==> src/stdd_isqrt.sv <==
// ----------------------------------------------------------------------------
// stdd_isqrt
// Pipelined integer square root, two radicand bits per stage.
// ----------------------------------------------------------------------------
`default_nettype none

module stdd_isqrt #(
    parameter int W  = 50,
    parameter int PW = 1
) (
    input  wire              i_clk,
    input  wire              i_rst_n,
    input  wire              i_en,
    input  wire              i_vld,
    input  wire  [W-1:0]     i_rad,
    input  wire  [PW-1:0]    i_pay,
    output logic             o_vld,
    output logic [W/2-1:0]   o_root,
    output logic [PW-1:0]    o_pay
);

    localparam int STG  = W / 2;
    localparam int RW   = W / 2;
    localparam int REMW = RW + 2;

    logic [REMW-1:0] r_rem  [STG];
    logic [RW-1:0]   r_root [STG];
    logic [W-1:0]    r_rad  [STG];
    logic [PW-1:0]   r_pay  [STG];
    logic            r_vld  [STG];

    logic [REMW-1:0] s_rem  [STG];
    logic [RW-1:0]   s_root [STG];
    logic [W-1:0]    s_rad  [STG];
    logic [PW-1:0]   s_pay  [STG];
    logic            s_vld  [STG];

    for (genvar g = 0; g < STG; g++) begin : g_stage
        logic [REMW-1:0] rem2;
        logic [REMW-1:0] trial;

        // stage inputs
        if (g == 0) begin : g_first
            assign s_rem[g]  = '0;
            assign s_root[g] = '0;
            assign s_rad[g]  = i_rad;
            assign s_pay[g]  = i_pay;
            assign s_vld[g]  = i_vld;
        end else begin : g_next
            assign s_rem[g]  = r_rem[g-1];
            assign s_root[g] = r_root[g-1];
            assign s_rad[g]  = r_rad[g-1];
            assign s_pay[g]  = r_pay[g-1];
            assign s_vld[g]  = r_vld[g-1];
        end

        // bring in two bits and try the next root bit
        always_comb begin
            rem2  = {s_rem[g][REMW-3:0], s_rad[g][W-1:W-2]};
            trial = {s_root[g], 2'b01};
        end

        always_ff @(posedge i_clk) begin
            if (!i_rst_n) begin
                r_vld[g] <= 1'b0;
            end else if (i_en) begin
                r_vld[g] <= s_vld[g];
            end
        end

        always_ff @(posedge i_clk) begin
            if (i_en) begin
                if (rem2 >= trial) begin
                    r_rem[g]  <= rem2 - trial;
                    r_root[g] <= {s_root[g][RW-2:0], 1'b1};
                end else begin
                    r_rem[g]  <= rem2;
                    r_root[g] <= {s_root[g][RW-2:0], 1'b0};
                end
                r_rad[g] <= {s_rad[g][W-3:0], 2'b00};
                r_pay[g] <= s_pay[g];
            end
        end
    end

    assign o_vld  = r_vld[STG-1];
    assign o_root = r_root[STG-1];
    assign o_pay  = r_pay[STG-1];

endmodule

`default_nettype wire

==> config.mk <==
export PLATFORM = sky130hd
export DESIGN_NAME = stdd_isqrt
export DESIGN_NICKNAME = d
export VERILOG_FILES = /design/src/stdd_isqrt.sv
export SDC_FILE = /design/constraint.sdc
export NUM_CORES = 2
export LEC_CHECK = 0
export BUFFER_PORTS_ARGS = -buffer_cell sky130_fd_sc_hd__buf_2
export CORE_MARGIN = 4
export CORE_UTILIZATION = 45
export CTS_CLUSTER_SIZE = 12
export DETAILED_ROUTE_END_ITERATION = 7
export GPL_TIMING_DRIVEN = 0
export PLACE_DENSITY = 0.64
export RECOVER_POWER = 25
export SYNTH_ARGS = -nofsm -noshare
export SYNTH_HDL_FRONTEND = slang
export SYNTH_SLANG_ARGS = --single-unit
==> constraint.sdc <==
create_clock -name i_clk -period 4.15 [get_ports i_clk]
set_input_delay 0.6225 -clock i_clk [delete_from_list [all_inputs] [get_ports i_clk]]
set_output_delay 0.6225 -clock i_clk [all_outputs]
set_load 0.01 [all_outputs]
==> summary.md <==
| Metric | Value |
|---|---|
| Hold Path End | `r_vld[0][0]$_DFFE_PP_` |
| CTS max path bufs | `3` |
| Critical Path AT | `4.58 ns` |
| Setup-failing EPs final | `0` |
| GRT Residual Overflow | `0` |
| CP dominant cell by count | `o21ai_0` |
| CP max stage delay | `0.84 ns` |
| Design Power | `0.04336 W` |
| Number of flops mapped to enable cells by yosys | `1541` |
| I/O Pins | `82` |
| Synthesized instance count | `~5400` |
| Maximum VDD drop | `approximately 500 µV` |
| Drc violations | `0` |
| Worst rel slew slack | `23.88%` |
| R2R Path Start | `r_rem[5][27]$_DFFE_PP_` |
| Hold Path Class | `in -> reg` |
| Worst skew pair latency | `roughly 0.8 ns` |
| CP Max Fanout | `10` |
| Unrepaired setup endpoints after global routing | `false` |
| Initial DRC count | `between 2000 and 3000` |
| Synth area leaders | `edfxtp_1, ha_1, xor2_1` |
| Final min period | `4.036 ns` |
| R2R depth | `9` |
| Synth warn | `0` |
| Mapped Avg Cell Area | `13.20 µm²` |
| Critical path cell sequence | `ha_1 > o21a_1 > o21ai_0 > a21oi_1 > o32ai_1 > or2_2 > o21ai_0 > clkbuf_1 > mux2_2` |
| GPL Wtd Cong | `0.8897` |
| Die ar. | `0.1637 mm²` |
| Row cnt | `145` |
| Cell with the most instances after synthesis | `edfxtp_1` |
| CTS buffer count | `169` |
| Share of layout cells above drive strength 1 | `~8%` |
| Xor and xnor area share after synthesis | `5.605%` |
| Clock skew | `roughly 0.04 ns` |
| Final Hold Vio Count | `0` |
| CP Capture Type | `register` |
| Post-layout nets | `6088` |
| Period Utilization, post-route | `97.25%` |
| Async SR Flop Fraction | `0%` |
| Total GRT Usage | `16.55%` |
| Largest family of logic cells by synthesized area | `simple AND/OR/NAND/NOR gates` |
| Seq/Total Area, Yosys | `65.45%` |
| H-tree Lvls | `4` |
| Max stage delay cell, worst path | `o21ai_0` |
| Via-to-Cell Ratio | `roughly 5.3` |
| Die height | `404.6 µm` |
| Hpwl dp | `97580 µm` |
| Reg clk slew, reported paths | `0.06 ns` |
| Max_cap viols | `0` |
| Worst R2R End | `r_rem[6][6]$_DFFE_PP_` |
| Number of global-route vias before repair | `40330` |
| Crit start category | `register` |
| Hold Crit Depth | `2` |
| Compound-gate portion of the synthesized area | `8.915%` |
| Synth Area in Simple Gates | `9.769%` |
| Area after DPL | `around 0.074 mm²` |
| Fmax | `247.8 MHz` |
| Cell Area, Synth | `between 0.07 and 0.08 mm²` |
| HP Start | `i_vld` |
| #FFs+latches synth | `1543` |
| Initial antenna violation count | `1` |
| First-pass GRT wire length | `217100 µm` |
| Leakage | `30.47 nW` |
| Adder-cell share of the synthesized area | `between 6 and 7%` |
| Core region area | `~0.16 mm²` |
| Setup CP Type | `reg -> reg` |
| Die Width | `404.6 µm` |
| Post-synth net total | `5768` |
| Most used DFF post-synth | `edfxtp_1` |
| Area Growth Syn to Fin | `13.29%` |
| Design area | `around 0.080 mm²` |
| Top cells by instance count after synthesis | `edfxtp_1, inv_1, nand2_1` |
| Pwr Density | `540.8 mW/mm²` |
| Clk root buf | `clkbuf_16` |
| Total Wirelength | `137100 µm` |
| Yosys top cell by area | `edfxtp_1` |
| Netlist cell types | `80` |
| Max Slew Vio Count | `0` |
| Fillers | `approximately 13000` |
| # port buffers | `between 80 and 90` |
| Worst Path Required | `4.70 ns` |
| Setup slack, reg-to-reg | `0.11 ns` |
| DR WL/cell | `17.42 µm` |
| Synth top area share | `roughly two thirds` |
| Vias | `41820` |
| Drt first pass iters | `5` |
| Post-CTS Setup Inserts | `0` |
| Starting Density | `45.30%` |
| Outcome | `finished clean` |
| Worst slew pin tran | `approximately 1.1 ns` |
| Mux cell area share after synthesis | `between 1 and 1.5%` |
| TritonCTS Sinks | `around 1500` |
| Pin count of the biggest net entering global routing | `131` |
| Post-route ant nets | `0` |
| CTS tree | `built` |
[layer usage]
metal  share of wire [%]  track usage (%)  vias to the layer above
met5                   0                0                        -
met4                 2.9            5.618                        0
met3                 5.0            3.034                      253
met2                  47            26.73                      944
met1                  46            22.65                    20110
li1                    -                -                    20510
[flip-flops by register name, indices dropped and copies added, names as in the netlist]
name and flops:
r_pay 25, r_rad 600, r_rem 568, r_root 325, r_vld 25
[worst max path at each step]
stage | start | to | slack [ns] | cells after the start
after CTS | r_rem[7][1]$_DFFE_PP_ | r_rem[7][43]$_DFFE_PP_ | 0.04 | 10
after global routing | r_root[1][150]$_DFFE_PP_ | r_rem[11][45]$_DFFE_PP_ | 0.01 | 12
after floorplan | r_rem[1][35]$_DFFE_PP_ | r_rem[2][24]$_DFFE_PP_ | 0.31 | 12
final | r_rem[5][27]$_DFFE_PP_ | r_rem[6][6]$_DFFE_PP_ | 0.11 | 9
after detailed placement | i_en | r_root[1][200]$_DFFE_PP_ | -4.88 | 11
after global placement | i_en | r_root[1][200]$_DFFE_PP_ | -13.28 | 8
[power by group]
| part | leakage [nW] | switching [W] | internal (W) | total [W] |
|---|---|---|---|---|
| Clock | 2.55 | 0.00616 | 0.00809 | 0.0142 |
| Combinational | 13.0 | 0.00468 | 0.00358 | 0.00827 |
| Sequential | 14.9 | 0.00118 | 0.0197 | 0.0208 |
[logic make-up after synthesis]
logic type,count (synthesis)
compound gates,1025
xor+xnor,452
fa+ha+maj,352
buf+inv,556
flops,1543
mux,69
simple gates,1364
[worst max-delay path, delay by kind of cell, from the launching register on]
kind                     cells  cell delay (ns)
AND/OR/NAND/NOR              1             0.38
multiplexers                 1             0.41
AO/OA/AOI/OAI                5             1.65
adder cells (fa/ha/maj)      1             0.37
buffers and inverters        1             0.56
flip-flops                   1             0.41
[cell usage in the layout, fill, tap and decap left out, types with 128 or more instances in the layout]
cell type	Yosys	routed
edfxtp_1	1541	1541
ha_1	352	352
nor2_1	272	271
clkbuf_1	116	130
clkbuf_16	0	170
xor2_1	229	229
o21ai_0	299	299
nand2_1	354	354
a21oi_1	288	288
inv_1	432	432
xnor2_1	222	222
nor3_1	129	128
[stage by stage]
step	util, %	hold slack (ns)	cells	setup WS [ns]	TNS, ns
6_report	51.32	0.1594	7871	0.1143	0
4_1_cts	51.28	0.09122	7869	0.03767	0
3_3_place_gp	47.21	0.4004	7500	-13.28	-
3_5_place_dp	47.46	0.4045	7517	-4.875	-3932.14
5_1_grt	51.32	0.1149	7870	0.01402	0
2_1_floorplan	-	0.4003	5361	0.3108	0
[area by class of cell]
type,count,area [µm²],area share [%]
timing repair buffer,150,1341,1.673
inverter,435,1633,2.037
sequential,1543,46310,57.77
tap,2058,2575,3.212
clock inverter,82,890.9,1.111
buffer,120,544.3,0.6789
multi-input combinational,3262,22430,27.98
clock buffer,220,4441,5.539
antenna,1,2.502,0.003121
[what timing repair did]
action                                   CTS  global route
cloned                                     2             1
endpoints found under the setup margin  1415            83
resized for setup                         30            19
hold buffers                              49             0
hold endpoints to repair                  49             0
Power figures use the tool's default switching activity.
