<file path="src/stdd_pkg.sv">
// ----------------------------------------------------------------------------
// stdd_pkg
// Shared widths and control types of the tile distance and direction unit.
// ----------------------------------------------------------------------------
`default_nettype none

package stdd_pkg;

    // signed pixel difference, sized for tile sides up to 256
    localparam int DELTA_W = 27;
    // magnitude of one pixel difference
    localparam int MAG_W   = 24;
    // square of one magnitude
    localparam int SQ_W    = 2 * MAG_W;
    // sum of both squares
    localparam int SUM_W   = SQ_W + 1;
    // quotient mag^2 * 2^32 / sum, at most 2^32
    localparam int Q_W     = 33;
    // radicand width of the shared root pipelines (even)
    localparam int RAD_W   = SUM_W + 1;
    // root width of those pipelines
    localparam int ROOT_W  = RAD_W / 2;
    // reduced root for the Q1.15 component, at most 32768
    localparam int RND_W   = 17;
    // output field widths
    localparam int DIST_W  = 23;
    localparam int DIR_W   = 16;
    localparam int COORD_W = 22;
    localparam int TILE_W  = 16;

    localparam logic [DIST_W-1:0] DIST_MAX = {DIST_W{1'b1}};
    localparam logic [DIR_W-1:0]  DIR_MAX  = {1'b0, {(DIR_W-1){1'b1}}};

    // operation codes
    typedef enum logic [1:0] {
        OP_PIXEL  = 2'd0,
        OP_TILE   = 2'd1,
        OP_SQUARE = 2'd2,
        OP_NONE   = 2'd3
    } t_op;

    // control group leaving the front end
    typedef struct packed {
        logic range_err;
        logic zero;
        logic neg_x;
        logic neg_y;
    } t_ctl;

endpackage

`default_nettype wire

</file>
<file path="src/stdd_front.sv">
// ----------------------------------------------------------------------------
// stdd_front
// Three-stage front end: pixel differences, magnitudes squared, their sum.
// ----------------------------------------------------------------------------
`default_nettype none

module stdd_front #(
    parameter int TILE_WIDTH  = 32,
    parameter int TILE_HEIGHT = 16
) (
    input  wire                          i_clk,
    input  wire                          i_rst_n,
    input  wire                          i_en,
    input  wire                          i_vld,
    input  wire  [1:0]                   i_op,
    input  wire  [stdd_pkg::COORD_W-1:0] i_start_x,
    input  wire  [stdd_pkg::COORD_W-1:0] i_start_y,
    input  wire  [stdd_pkg::COORD_W-1:0] i_end_x,
    input  wire  [stdd_pkg::COORD_W-1:0] i_end_y,
    output logic                         o_vld,
    output stdd_pkg::t_ctl               o_ctl,
    output logic [stdd_pkg::SUM_W-1:0]   o_sum,
    output logic [stdd_pkg::SQ_W-1:0]    o_sq_x,
    output logic [stdd_pkg::SQ_W-1:0]    o_sq_y
);
    import stdd_pkg::*;

    localparam logic [DELTA_W-1:0] W_K  = DELTA_W'(TILE_WIDTH);
    localparam logic [DELTA_W-1:0] HW_K = DELTA_W'(TILE_WIDTH / 2);
    localparam logic [DELTA_W-1:0] H_K  = DELTA_W'(TILE_HEIGHT);
    localparam logic [DELTA_W-1:0] HH_K = DELTA_W'(TILE_HEIGHT / 2);

    logic                       in_range;
    logic        [DELTA_W-1:0]  u_sx, u_sy, u_ex, u_ey;
    logic        [DELTA_W-1:0]  u_spx, u_epx, u_spy, u_epy;
    logic signed [DELTA_W-1:0]  diff_x, diff_y, sq_dx, v_y;
    logic signed [DELTA_W-1:0]  n_dx, n_dy;
    logic                       n_range;

    logic signed [DELTA_W-1:0]  r_dx, r_dy;
    logic                       r_range1, r_vld1;
    logic        [MAG_W-1:0]    mag_x, mag_y;
    logic        [SQ_W-1:0]     r_sq_x2, r_sq_y2;
    logic                       r_neg_x2, r_neg_y2, r_range2, r_vld2;

    // stage 1: pixel differences per mode
    always_comb begin
        in_range = ~(|i_start_x[COORD_W-1:TILE_W]) & ~(|i_start_y[COORD_W-1:TILE_W])
                 & ~(|i_end_x[COORD_W-1:TILE_W]) & ~(|i_end_y[COORD_W-1:TILE_W]);
        u_sx = DELTA_W'(i_start_x);
        u_sy = DELTA_W'(i_start_y);
        u_ex = DELTA_W'(i_end_x);
        u_ey = DELTA_W'(i_end_y);
        diff_x = $signed(u_ex) - $signed(u_sx);
        diff_y = $signed(u_ey) - $signed(u_sy);
        // tile centres in pixels
        u_spx = u_sx * W_K + HW_K + (i_start_y[0] ? HW_K : '0);
        u_epx = u_ex * W_K + HW_K + (i_end_y[0] ? HW_K : '0);
        u_spy = ((u_sy * H_K) >> 1) + HH_K;
        u_epy = ((u_ey * H_K) >> 1) + HH_K;
        // square-tile variant, halving truncated toward zero
        sq_dx = diff_x * $signed(W_K);
        if (i_end_y[0] && !i_start_y[0]) begin
            sq_dx = sq_dx + $signed(HW_K);
        end else if (!i_end_y[0] && i_start_y[0]) begin
            sq_dx = sq_dx - $signed(HW_K);
        end
        v_y = diff_y * $signed(W_K);
        n_dx = '0;
        n_dy = '0;
        n_range = 1'b0;
        case (t_op'(i_op))
            OP_PIXEL: begin
                n_dx = diff_x;
                n_dy = diff_y;
            end
            OP_TILE: begin
                if (in_range) begin
                    n_dx = $signed(u_epx) - $signed(u_spx);
                    n_dy = $signed(u_epy) - $signed(u_spy);
                end else begin
                    n_range = 1'b1;
                end
            end
            OP_SQUARE: begin
                if (in_range) begin
                    n_dx = sq_dx;
                    n_dy = (v_y >>> 1) + $signed(DELTA_W'(v_y[DELTA_W-1] & v_y[0]));
                end else begin
                    n_range = 1'b1;
                end
            end
            default: begin
                n_dx = '0;
                n_dy = '0;
            end
        endcase
    end

    // stage 2: magnitudes
    always_comb begin
        mag_x = MAG_W'(r_dx[DELTA_W-1] ? -r_dx : r_dx);
        mag_y = MAG_W'(r_dy[DELTA_W-1] ? -r_dy : r_dy);
    end

    // control registers
    always_ff @(posedge i_clk) begin
        if (!i_rst_n) begin
            r_vld1 <= 1'b0;
            r_vld2 <= 1'b0;
            o_vld  <= 1'b0;
        end else if (i_en) begin
            r_vld1 <= i_vld;
            r_vld2 <= r_vld1;
            o_vld  <= r_vld2;
        end
    end

    // data registers
    always_ff @(posedge i_clk) begin
        if (i_en) begin
            r_dx     <= n_dx;
            r_dy     <= n_dy;
            r_range1 <= n_range;
            r_sq_x2  <= SQ_W'(mag_x * mag_x);
            r_sq_y2  <= SQ_W'(mag_y * mag_y);
            r_neg_x2 <= r_dx[DELTA_W-1];
            r_neg_y2 <= r_dy[DELTA_W-1];
            r_range2 <= r_range1;
            o_sum    <= SUM_W'(r_sq_x2) + SUM_W'(r_sq_y2);
            o_sq_x   <= r_sq_x2;
            o_sq_y   <= r_sq_y2;
            o_ctl.range_err <= r_range2;
            o_ctl.zero      <= (r_sq_x2 == '0) && (r_sq_y2 == '0);
            o_ctl.neg_x     <= r_neg_x2;
            o_ctl.neg_y     <= r_neg_y2;
        end
    end

endmodule

`default_nettype wire

</file>
<file path="config.mk">
export PLATFORM = sky130hd
export DESIGN_NAME = stdd_front
export DESIGN_NICKNAME = d
export VERILOG_FILES = /design/src/stdd_pkg.sv /design/src/stdd_front.sv
export SDC_FILE = /design/constraint.sdc
export NUM_CORES = 2
export LEC_CHECK = 0
export BUFFER_PORTS_ARGS = -buffer_cell sky130_fd_sc_hd__buf_2
export CAP_MARGIN = 20
export CORE_ASPECT_RATIO = 1.4
export CORE_UTILIZATION = 50
export DETAILED_ROUTE_END_ITERATION = 10
export PLACE_DENSITY = 0.69
export SLEW_MARGIN = 20
export SYNTH_ARGS = -nofsm -noshare
export SYNTH_HDL_FRONTEND = slang
export SYNTH_SLANG_ARGS = --single-unit
</file>
<file path="constraint.sdc">
create_clock -name i_clk -period 22.9 [get_ports i_clk]
set_input_delay 1.145 -clock i_clk [delete_from_list [all_inputs] [get_ports i_clk]]
set_output_delay 1.145 -clock i_clk [all_outputs]
set_load 0.02 [all_outputs]
</file>
==> qor.csv <==
metric;value;unit
core_area;96600;µm²
syn-cell-area;48700;µm²
postCtsSetupBuffers;0;
fin_nets;6702;
die_area;98700;µm²
cts_inserted_buffers;35;
multiInputGateArea;34500;µm²
synthDistinctLibCells;85;
root_buffer;clkbuf_16;
postRouteAntennaNets;0;
outcome;complete, no violations;
layout-drive-gt1-share;0.0769;
arrival;11.96;ns
worstMarginPinSlew;1.18;ns
grt.overflow.total;0;
end_kind;flip-flop;
fp.dieH;371;µm
fin_setup_tns;0;ns
hold_class;reg2reg;
async_flop_share;0;
critPathRequiredTime;23.20;ns
antenna_found_initial;4;
critPathMaxStageDelay;0.92;ns
drtIter0Drc;2449;
synth_top_cell_area_share;0.348;
grt_max_degree;92;
grt_pass1_vias;38535;
postRouteWirelength;134000;µm
mostFrequentLayoutCell;inv_1;
ys_ff_latch;298;
rsz0062_at_grt;false;
seq_area;8920;µm²
relSlewSlack;0.204;
period_needed;11.65;ns
synth-compound-area-share;0.0857;
mostFrequentLayoutCells;1283 x inv_1, 847 x fa_1, 480 x ha_1;
period_share;0.509;
io_pins;244;
synthTopCellsByArea;fa_1 35%, edfxtp_1 18%, ha_1 12%, inv_1 9.9%, nand2_1 3.2%;
cts_resized;0;
skew;0.0207;ns
cp_slowest_cell;a2111oi_0;
drv_cap;0;
postCtsHoldBufs;0;
fin_cells;6610;
hold_violations;0;
synth_top_family_by_area;adder cells;
vias;36162;
clock_latency;0.56;ns
placedCellCount;6545;
netlist_instances;5060;
clk_path_buf_depth;3;
drv_slew;0;
grt_use_total;0.277;
worstSetupPathType;reg2reg;
avgViaCountPerCell;5.47;
cp-start-kind;flip-flop;
drc;0;
fp.dieW;266;µm
num_rows;135;
syn_to_final_growth;8.59;%
portBuffers;241;
synth_ff_type;edfxtp_1;
critPathMaxFanout;18;
synth_xor_area_frac;0.0494;
nFillCells;8756;
synth_largest_area_cell;fa_1;
place_congestion;0.955;
cts.sinks;298;
seq_area_frac_synth;0.183;
yosysWarningCount;0;
setup_viol;0;
max_freq;85.8;MHz
synth_edf_count;295;
synthMuxAreaShare;0.00123;
avgSynthCellArea;9.63;µm²
cts_tree;built;
drtPass1Iterations;8;
h-tree-depth;2;
synth_adder_area_share;0.471;
start_util;0.504;
grt_pass1_wl;209000;µm
cp_common_cell;fa_1;
path_clk_slew;0.06;ns
routedWlPerCell;20.2;µm
post-dp-hpwl;110000;µm
yosys.area_share.simple;0.0997;
[sequential cells by signal, summed over array words and instances (netlist names)]
register and cells:
o_ctl 4, o_sq_x 47, o_sq_y 47, o_sum 49, o_vld 1, r_dx 25
r_dy 25, r_neg_x2 1, r_neg_y2 1, r_range1 1, r_range2 1, r_sq_x2 47
r_sq_y2 47, r_vld1 1, r_vld2 1
[per-stage QoR]
step                hold WS (ns)  area, µm²   util  setup WS, ns
finish                     0.421      52900  0.548         11.25
global route               0.425      52900  0.548         10.72
CTS                        0.423      52900  0.547         11.35
detailed placement         0.406      51700  0.535         11.38
global placement           0.409      51700  0.535         11.67
floorplan                  0.400      48700      -         13.23
[logic make-up (layout without fill, tap and decap cells)]
logic type / after synthesis / in the layout
DFF: 298 / 298
and+or+nand+nor: 1104 / 1104
buffers and inverters: 1419 / 1666
AOI/OAI and AO/OA: 635 / 635
muxes: 6 / 6
adders and majority gates: 1327 / 1327
other: 1 / 3
xor gates and xnor gates: 270 / 270
[metal layers]
layer	track usage	vias up	wire length (µm)
li1	-	16255	-
met1	0.325	18060	49000
met2	0.487	1455	66200
met3	0.0436	392	10100
met4	0.149	0	8470
met5	0	-	0
[final cells by class]
| cell class | instances | share of cell area |
|---|---|---|
| antenna | 1 | 0.0000473 |
| clock buffer | 41 | 0.0174 |
| clock inverter | 23 | 0.00617 |
| inverter | 1295 | 0.0919 |
| multi-input combinational | 3344 | 0.653 |
| sequential | 298 | 0.169 |
| tap | 1301 | 0.0308 |
| timing repair buffer | 307 | 0.0324 |
[synth_stat cells, drive strengths merged, types with 5 or more instances]
cell type and n:
nor4 31, nand3 35, fa 847, a21boi 9, a21oi 178, a211o 5
and2 13, a211oi 23, ha 480, nand2b 36, and3 20, o211ai 9
xnor2 170, a31oi 21, o31ai 16, a221oi 11, mux2i 6, o21ai 113
nor3 27, buf 7, a222oi 13, or4 12, o21a 26, o41ai 7
a22oi 16, or2 10, o21bai 23, a21o 101, or3 12, clkbuf 117
xor2 100, a221o 6, o22ai 8, nor2 407, and4 5, nor2b 45
o31a 5, a311oi 9, inv 1291, nand4 25, edfxtp 295, nand2 410
[path summary, 6_finish.rpt]
| kind | startpoint | to | slack, ns | cells past startpoint |
|---|---|---|---|---|
| setup / recovery | r_dy[0] | r_sq_y2[47] | 11.25 | 31 |
| hold / removal | r_neg_x2 | o_ctl[1] | 0.42 | 0 |
| setup reg to reg | r_dy[0] | r_sq_y2[47] | 11.25 | 31 |
| hold reg to reg | r_neg_x2 | o_ctl[1] | 0.42 | 0 |
[critical path: cells and delay by family, from the launching register on]
kind                       cells  cell delay [ns]
AOI/OAI and AO/OA             11             3.45
xor gates and xnor gates       2             0.80
adders and majority gates      9             4.07
buffers and inverters          6             1.77
DFF                            1             0.36
and+or+nand+nor                3             0.92
Power is left out: the tool's default activity adds up to more than one toggle a clock period on the data nets, which glitch-free logic cannot reach.
